===== src/sv/boca_pkg.sv =====
`default_nettype none
package boca_pkg;

	localparam int LENGTH_BITS_DEF = 24;
	localparam int QUEUE_DEPTH     = 4;
	localparam int QUEUE_PTR_W     = $clog2(QUEUE_DEPTH);
	localparam int QUEUE_CNT_W     = $clog2(QUEUE_DEPTH + 1);

	localparam logic [7:0] BYTE_ONES = 8'hff;

	typedef enum logic [1:0] {
		REG_SRC_OFFSET = 2'd0,
		REG_DST_OFFSET = 2'd1,
		REG_BIT_LENGTH = 2'd2
	} reg_idx_t;

	typedef struct packed {
		logic [2:0] src_pos;
		logic [2:0] dst_pos;
	} offset_cfg_t;

	typedef struct packed {
		logic [7:0] data;
		logic [7:0] mask;
		logic       last;
	} result_t;

	typedef struct packed {
		logic    two;
		result_t r0;
		result_t r1;
	} result_pair_t;

endpackage
`default_nettype wire


===== src/sv/boca_front.sv =====
`default_nettype none
module boca_front #(
	parameter int LENGTH_BITS = boca_pkg::LENGTH_BITS_DEF
) (
	input  wire logic                      clk,
	input  wire logic                      arst_n,
	input  wire boca_pkg::offset_cfg_t     offsets,
	input  wire logic [LENGTH_BITS-1:0]    bit_length,
	input  wire logic                      cfg_clear,
	input  wire logic                      s_tvalid,
	output logic                           s_tready,
	input  wire logic [7:0]                s_tdata,
	input  wire logic                      q_full,
	output logic                           q_push,
	output boca_pkg::result_pair_t         q_pair
);
	import boca_pkg::*;

	logic [14:0]            bit_carry_q;
	logic [3:0]             carry_fill_q;
	logic [LENGTH_BITS-1:0] bits_left_q;
	logic                   first_pending_q;

	logic                   accept, start, skip;
	logic [3:0]             avail, n, cf, cf2, cf3;
	logic [7:0]             byte_m, bits;
	logic [LENGTH_BITS-1:0] bl, bl2;
	logic [14:0]            bc, bc2, bc3;
	logic                   fp, fp3;
	logic                   emit0, emit1;
	logic [2:0]             sh, lead0, lead1;
	result_t                res0, res1;

	assign s_tready = !q_full;
	assign accept   = s_tvalid && s_tready;
	assign start    = (bits_left_q == '0);
	assign skip     = start && (bit_length == '0);

	always_comb begin
		avail  = start ? (4'd8 - {1'b0, offsets.src_pos}) : 4'd8;
		byte_m = start ? (s_tdata & (BYTE_ONES >> offsets.src_pos)) : s_tdata;
		bl     = start ? bit_length : bits_left_q;
		cf     = start ? {1'b0, offsets.dst_pos} : carry_fill_q;
		bc     = start ? '0 : bit_carry_q;
		fp     = start ? 1'b1 : first_pending_q;

		n    = (bl < LENGTH_BITS'(avail)) ? bl[3:0] : avail;
		bits = byte_m >> (avail - n);
		bc2  = 15'((bc << n) | 15'(bits));
		cf2  = cf + n;
		bl2  = bl - LENGTH_BITS'(n);

		emit0 = (cf2 >= 4'd8);
		sh    = 3'(cf2 - 4'd8);
		lead0 = fp ? offsets.dst_pos : 3'd0;
		res0.mask = BYTE_ONES >> lead0;
		res0.data = 8'(bc2 >> sh) & res0.mask;
		res0.last = (bl2 == '0) && (sh == 3'd0);

		cf3 = emit0 ? {1'b0, sh} : cf2;
		bc3 = emit0 ? (bc2 & ((15'd1 << sh) - 15'd1)) : bc2;
		fp3 = emit0 ? 1'b0 : fp;

		emit1 = (bl2 == '0) && (cf3 != 4'd0);
		lead1 = fp3 ? offsets.dst_pos : 3'd0;
		res1.mask = (BYTE_ONES >> lead1) & 8'(BYTE_ONES << (4'd8 - cf3));
		res1.data = 8'(bc3 << (4'd8 - cf3)) & res1.mask;
		res1.last = 1'b1;

		if (emit0) begin
			q_pair.two = emit1;
			q_pair.r0  = res0;
		end else begin
			q_pair.two = 1'b0;
			q_pair.r0  = res1;
		end
		q_pair.r1 = res1;
		q_push    = accept && !skip && (emit0 || emit1);
	end

	always_ff @(posedge clk or negedge arst_n) begin
		if (!arst_n) begin
			bit_carry_q     <= '0;
			carry_fill_q    <= '0;
			bits_left_q     <= '0;
			first_pending_q <= 1'b1;
		end else if (cfg_clear || (accept && !skip && bl2 == '0)) begin
			bit_carry_q     <= '0;
			carry_fill_q    <= '0;
			bits_left_q     <= '0;
			first_pending_q <= 1'b1;
		end else if (accept && !skip) begin
			bit_carry_q     <= bc3;
			carry_fill_q    <= cf3;
			bits_left_q     <= bl2;
			first_pending_q <= fp3;
		end
	end

endmodule
`default_nettype wire


===== src/sv/boca_queue.sv =====
`default_nettype none
module boca_queue (
	input  wire logic                   clk,
	input  wire logic                   arst_n,
	input  wire logic                   push,
	input  wire boca_pkg::result_pair_t push_pair,
	output logic                        full,
	input  wire logic                   pop,
	output logic                        head_valid,
	output boca_pkg::result_pair_t      head_pair
);
	import boca_pkg::*;

	result_pair_t           mem_q [QUEUE_DEPTH];
	logic [QUEUE_PTR_W-1:0] wr_ptr_q, rd_ptr_q;
	logic [QUEUE_CNT_W-1:0] count_q;

	assign full       = (count_q == QUEUE_CNT_W'(QUEUE_DEPTH));
	assign head_valid = (count_q != '0);
	assign head_pair  = mem_q[rd_ptr_q];

	always_ff @(posedge clk) begin
		if (push) begin
			mem_q[wr_ptr_q] <= push_pair;
		end
	end

	always_ff @(posedge clk or negedge arst_n) begin
		if (!arst_n) begin
			wr_ptr_q <= '0;
			rd_ptr_q <= '0;
			count_q  <= '0;
		end else begin
			if (push) begin
				wr_ptr_q <= wr_ptr_q + 1'b1;
			end
			if (pop) begin
				rd_ptr_q <= rd_ptr_q + 1'b1;
			end
			if (push && !pop) begin
				count_q <= count_q + 1'b1;
			end else if (pop && !push) begin
				count_q <= count_q - 1'b1;
			end
		end
	end

endmodule
`default_nettype wire


===== src/sv/boca_back.sv =====
`default_nettype none
module boca_back (
	input  wire logic                   clk,
	input  wire logic                   arst_n,
	input  wire logic                   head_valid,
	input  wire boca_pkg::result_pair_t head_pair,
	output logic                        pop,
	output logic                        m_tvalid,
	input  wire logic                   m_tready,
	output logic [15:0]                 m_tdata,
	output logic                        m_tlast
);
	import boca_pkg::*;

	logic    second_q;
	logic    m_tvalid_q;
	result_t out_q;
	result_t slot;
	logic    load;

	assign slot = second_q ? head_pair.r1 : head_pair.r0;
	assign load = head_valid && (!m_tvalid_q || m_tready);
	assign pop  = load && !(head_pair.two && !second_q);

	assign m_tvalid = m_tvalid_q;
	assign m_tdata  = {out_q.mask, out_q.data};
	assign m_tlast  = out_q.last;

	always_ff @(posedge clk) begin
		if (load) begin
			out_q <= slot;
		end
	end

	always_ff @(posedge clk or negedge arst_n) begin
		if (!arst_n) begin
			second_q   <= 1'b0;
			m_tvalid_q <= 1'b0;
		end else begin
			if (load) begin
				m_tvalid_q <= 1'b1;
				second_q   <= head_pair.two && !second_q;
			end else if (m_tready) begin
				m_tvalid_q <= 1'b0;
			end
		end
	end

endmodule
`default_nettype wire


===== src/sv/bit_offset_copy_aligner.sv =====
// Bit-granular copy realigner.
// Source bytes enter on the s_ stream, one per item, starting with the byte
// that holds the first source bit (bits numbered MSB first). Destination
// bytes leave on the m_ stream with a per-bit write mask in m_tdata[15:8];
// m_tlast marks the final byte of the copy.
// Program src/dst bit offsets and bit length over APB while idle; any write
// to a defined register drops a copy in progress. Each run begins with the
// next source byte after the previous run ended.
// A result reaches m_ through the queue and then the output register.
// Throughput: one source item per cycle while the queue is not full; the
// output stage gives one result per cycle while m_tready is high, so the
// final item of a run that yields two results presents them one after
// the other. A four-entry queue between the classifier and the output
// stage absorbs that and short receiver stalls.
// When m_tready is low, the output holds and the queue fills; s_tready drops
// once the queue is full.
// Reset clears the run state and queue; registers return to offsets 0 and
// length 1.
`default_nettype none
module bit_offset_copy_aligner #(
	parameter int LENGTH_BITS = boca_pkg::LENGTH_BITS_DEF,
	localparam int CfgDw      = (LENGTH_BITS > 32) ? 64 : 32,
	localparam int AddrLsb    = (CfgDw == 64) ? 3 : 2,
	localparam int PaddrW     = AddrLsb + 2
) (
	input  wire logic              clk,
	input  wire logic              arst_n,
	input  wire logic              psel,
	input  wire logic              penable,
	input  wire logic              pwrite,
	input  wire logic [PaddrW-1:0] paddr,
	input  wire logic [CfgDw-1:0]  pwdata,
	output logic [CfgDw-1:0]       prdata,
	output logic                   pready,
	input  wire logic              s_tvalid,
	output logic                   s_tready,
	input  wire logic [7:0]        s_tdata,   // [7:0] src_byte
	output logic                   m_tvalid,
	input  wire logic              m_tready,
	output logic [15:0]            m_tdata,   // [7:0] dst_byte, [15:8] write_mask
	output logic                   m_tlast
);
	import boca_pkg::*;

	offset_cfg_t            offsets_q;
	logic [LENGTH_BITS-1:0] bit_length_q;
	logic                   wr_en, cfg_clear;
	reg_idx_t               reg_idx;
	logic                   q_full, q_push, q_pop, head_valid;
	result_pair_t           q_pair, head_pair;

	assign pready  = 1'b1;
	assign wr_en   = psel && penable && pwrite && pready;
	assign reg_idx = reg_idx_t'(paddr[PaddrW-1:AddrLsb]);

	always_comb begin
		cfg_clear = 1'b0;
		prdata    = '0;
		unique case (reg_idx)
			REG_SRC_OFFSET: begin
				cfg_clear = wr_en;
				prdata    = CfgDw'(offsets_q.src_pos);
			end
			REG_DST_OFFSET: begin
				cfg_clear = wr_en;
				prdata    = CfgDw'(offsets_q.dst_pos);
			end
			REG_BIT_LENGTH: begin
				cfg_clear = wr_en;
				prdata    = CfgDw'(bit_length_q);
			end
			default: begin
				cfg_clear = 1'b0;
				prdata    = '0;
			end
		endcase
	end

	always_ff @(posedge clk or negedge arst_n) begin
		if (!arst_n) begin
			offsets_q    <= '0;
			bit_length_q <= LENGTH_BITS'(1);
		end else if (wr_en) begin
			unique case (reg_idx)
				REG_SRC_OFFSET: offsets_q.src_pos <= pwdata[2:0];
				REG_DST_OFFSET: offsets_q.dst_pos <= pwdata[2:0];
				REG_BIT_LENGTH: bit_length_q      <= pwdata[LENGTH_BITS-1:0];
				default: begin
				end
			endcase
		end
	end

	boca_front #(
		.LENGTH_BITS(LENGTH_BITS)
	) u_front (
		.clk       (clk),
		.arst_n    (arst_n),
		.offsets   (offsets_q),
		.bit_length(bit_length_q),
		.cfg_clear (cfg_clear),
		.s_tvalid  (s_tvalid),
		.s_tready  (s_tready),
		.s_tdata   (s_tdata),
		.q_full    (q_full),
		.q_push    (q_push),
		.q_pair    (q_pair)
	);

	boca_queue u_queue (
		.clk       (clk),
		.arst_n    (arst_n),
		.push      (q_push),
		.push_pair (q_pair),
		.full      (q_full),
		.pop       (q_pop),
		.head_valid(head_valid),
		.head_pair (head_pair)
	);

	boca_back u_back (
		.clk       (clk),
		.arst_n    (arst_n),
		.head_valid(head_valid),
		.head_pair (head_pair),
		.pop       (q_pop),
		.m_tvalid  (m_tvalid),
		.m_tready  (m_tready),
		.m_tdata   (m_tdata),
		.m_tlast   (m_tlast)
	);

endmodule
`default_nettype wire


===== config.mk =====
export PLATFORM = sky130hd
export DESIGN_NAME = bit_offset_copy_aligner
export DESIGN_NICKNAME = d
export VERILOG_FILES = /design/src/sv/boca_pkg.sv /design/src/sv/boca_front.sv /design/src/sv/boca_queue.sv /design/src/sv/boca_back.sv /design/src/sv/bit_offset_copy_aligner.sv
export SDC_FILE = /design/constraint.sdc
export NUM_CORES = 1
export LEC_CHECK = 0
export ABC_CLOCK_PERIOD_IN_PS = 10100
export BUFFER_PORTS_ARGS = -buffer_cell sky130_fd_sc_hd__buf_2
export CAP_MARGIN = 30
export CORE_ASPECT_RATIO = 1.2
export CORE_UTILIZATION = 40
export CTS_BUF_LIST = sky130_fd_sc_hd__clkbuf_8
export CTS_CLUSTER_SIZE = 8
export DETAILED_ROUTE_END_ITERATION = 6
export PLACE_DENSITY = 0.63
export SYNTH_ARGS = -nofsm -noshare
export SYNTH_HDL_FRONTEND = slang
export SYNTH_HIERARCHICAL = 1
export SYNTH_SLANG_ARGS = --single-unit

===== constraint.sdc =====
create_clock -name clk -period 10.1 [get_ports clk]
set_input_delay 2.02 -clock clk [delete_from_list [all_inputs] [get_ports clk]]
set_output_delay 2.02 -clock clk [all_outputs]
set_load 0.005 [all_outputs]

==> out/summary.txt <==
Status - finished clean
Commonest non-fill, non-tap cell in the layout - edfxtp_1
Reg2Reg Depth - 30
Total chip power - 4.63 mW
Worst reg2reg startpoint - u_front/bits_left_q[14]
Routed vias/inst - 5.90
Clk sinks - 240
Grt total ovfl - 0
Max incr delay on CP - 720 ps
Area of the die - 36,200 µm²
Commonest non-fill, non-tap cells in the layout - edfxtp_1 (157), nand2_1 (117), nor2_1 (92)
Antenna cells - 0
Fraction of layout cells with a size suffix above 1 - 0.212
Worst path required time - 10,590 ps
Synth Register Bits - 240
Rows - 75
Maximum fanout along the worst path - 11
Sequential cell area - 6800 µm²
DR pass1 iterations - 5
Critical Path End - u_queue/count_q[2]
DP Area - 15,100 µm²
Post-CTS Hold Buffers - 0
Post-synth ARST share - 0.346
Antenna viol nets, final - 0
Synth cell types - 98
Root Driver - clkbuf_8
GRT Total Usage - 0.217
Initial antenna violation count - 0
CP arrival - 9100 ps
WL final - 39,000 µm
Crit Path Class - flip-flop to flip-flop
Cell repeated most along the worst path - ha_1
Syn_area_per_cell - 11.1 µm²
Area occupied by multi-input gates - 6800 µm²
CTS resizes - 0
CTS tree - built
Main synth FF type - edfxtp_1
CTS Buf Count - 40
Via count - 10,900
Initial core utilization - 0.406
Final Max Slew Viols - 0
Worst-Margin Slew - 998 ps
Reg clk slew, reported paths - 70 ps
Number of H-tree levels - 2
Final Hold Fails - 0
IO Pins - 103
Setup Skew - 28.9 ps
Nature of the critical path startpoint - flip-flop
HP Class - flip-flop to flip-flop
Post-CTS setup buffer count - 0
Iteration-0 DRC Markers - 860
Final min period - 8610 ps
Setup slack, reg-to-reg - 1490 ps
Leak Pwr - 6.08 nW
Routed WL per cell - 21.1 µm
Area leader, netlist - edfxtp_1
Worst setup startpoint - u_front/bits_left_q[14]
Area Growth Syn to Fin - 12.0%
Vias in the first global route - 11,000
Max rail drop VDD - 0.131 mV
Worst r2r dst - u_queue/count_q[2]
Final worst path period share - 0.853
Number of max-cap violations - 0
Register area share after synthesis - 0.479
Post-DP HPWL - 27,400 µm
Post-route cell area - 15,900 µm²
Slowest CP cell - or4_1
# fillers - 3,293
Drt drc - 0
Crit. End Element - flip-flop
Clock buffer depth - 3
Setup_tns - 0 ps
First-pass GRT wire length - 61,800 µm
Post-Syn Area - 14,200 µm²
Port buffer count - 83
Top cells by area, synth - edfxtp_1 (33%), dfrtp_1 (14%), mux4_2 (5.6%)
Routability cong. - 0.961
Final core occ - 0.455
Post-synth top area share - 0.332
Setup violations, final - 0
Pin count of the biggest net entering global routing - 56
Rel. slew slack - 0.331
Ys Warns - 6
Fmax - 116 MHz
Syn Inst Count - 1,281
Hold slack - 487 ps
Worst skew pair latency - 560 ps
Area of the core - 34,900 µm²
Number of synthesized flops with an enable pin - 157
Die width - 174 µm
Die Y - 208 µm
Pwr dens - 291 nW/µm²
RSZ-0062 raised after global routing - no
Fin nets - 1,441
[Yosys cell counts, types with 34 or more instances]
master and instances:
edfxtp_1 157, mux2_2 44, mux2i_1 35, nor3_1 35
nand3_1 34, a21oi_1 84, nor2_1 92, mux4_2 35
and2_1 36, dfrtp_1 81, clkbuf_1 50, inv_1 35
nand2_1 117, o21ai_0 54
[routing by layer]
layer | track usage | vias to the layer above | routed length (µm)
met5 | 0 | - | 0
met4 | 0.0977 | 0 | 1650
met3 | 0.0313 | 115 | 2230
met2 | 0.379 | 417 | 19500
met1 | 0.265 | 5358 | 15600
li1 | - | 5042 | -
[state kept, by name (all words and copies together), names as in the netlist]
| name | flops |
|---|---|
| u_front/bits_left_q | 24 |
| u_front/bit_carry_q | 15 |
| u_back/m_tlast | 1 |
| u_front/first_pending_q | 1 |
| offsets_q | 6 |
| u_queue/mem_q | 140 |
| u_queue/count_q | 3 |
| u_back/m_tvalid | 1 |
| u_back/m_tdata | 16 |
| u_queue/wr_ptr_q | 2 |
| u_queue/rd_ptr_q | 2 |
| u_back/second_q | 1 |
| bit_length_q | 24 |
| u_front/carry_fill_q | 4 |
[metrics by stage]
stage	std cells	setup slack [ps]
finish	1853	1490
global route	1853	1090
CTS	1853	1610
detailed placement	1786	1690
global placement	1784	1720
floorplan	1288	2000
[layout make-up]
type                            count  share of cell area
Multi-Input combinational cell    922               0.428
Sequential cell                   240               0.428
Timing Repair Buffer              121              0.0487
Clock buffer                       44              0.0381
Tap cell                          462              0.0364
Clock inverter                     23              0.0114
Inverter                           41             0.00969
[worst min-delay path by stage]
stage                            start                  to  cells after the start
floorplan           u_queue/count_q[2]  u_queue/count_q[2]                      1
global placement    u_queue/count_q[2]  u_queue/count_q[2]                      1
detailed placement  u_queue/count_q[2]  u_queue/count_q[2]                      1
CTS                 u_queue/count_q[2]  u_queue/count_q[2]                      1
global route        u_queue/count_q[2]  u_queue/count_q[2]                      1
finish              u_queue/count_q[2]  u_queue/count_q[2]                      1
[critical path, delay by kind of cell, from the launching register on]
kind                     cells  cell delay, ps
AND/OR/NAND/NOR             11            3250
AO/OA/AOI/OAI                9            2330
adder cells (fa/ha/maj)      4            1340
buffers and inverters        3             490
flip-flops                   1             440
multiplexers                 1             340
XOR/XNOR                     2             320
[kinds of logic after synthesis]
kind of cell / Yosys count / synth area share
xor+xnor: 22 / 0.0149
other cells: 3 / 0.000794
compound gates: 304 / 0.147
simple gates: 429 / 0.153
mux: 132 / 0.139
fa+ha+maj: 25 / 0.0224
flops: 240 / 0.479
buf+inv: 126 / 0.0445
[report_power, final]
part	switching (mW)	leakage [nW]	internal, mW
combinational	1.30	3.15	0.847
clock	0.375	0.460	0.476
sequential	0.199	2.47	1.44
Note: power is estimated with default switching activity, not from simulation.
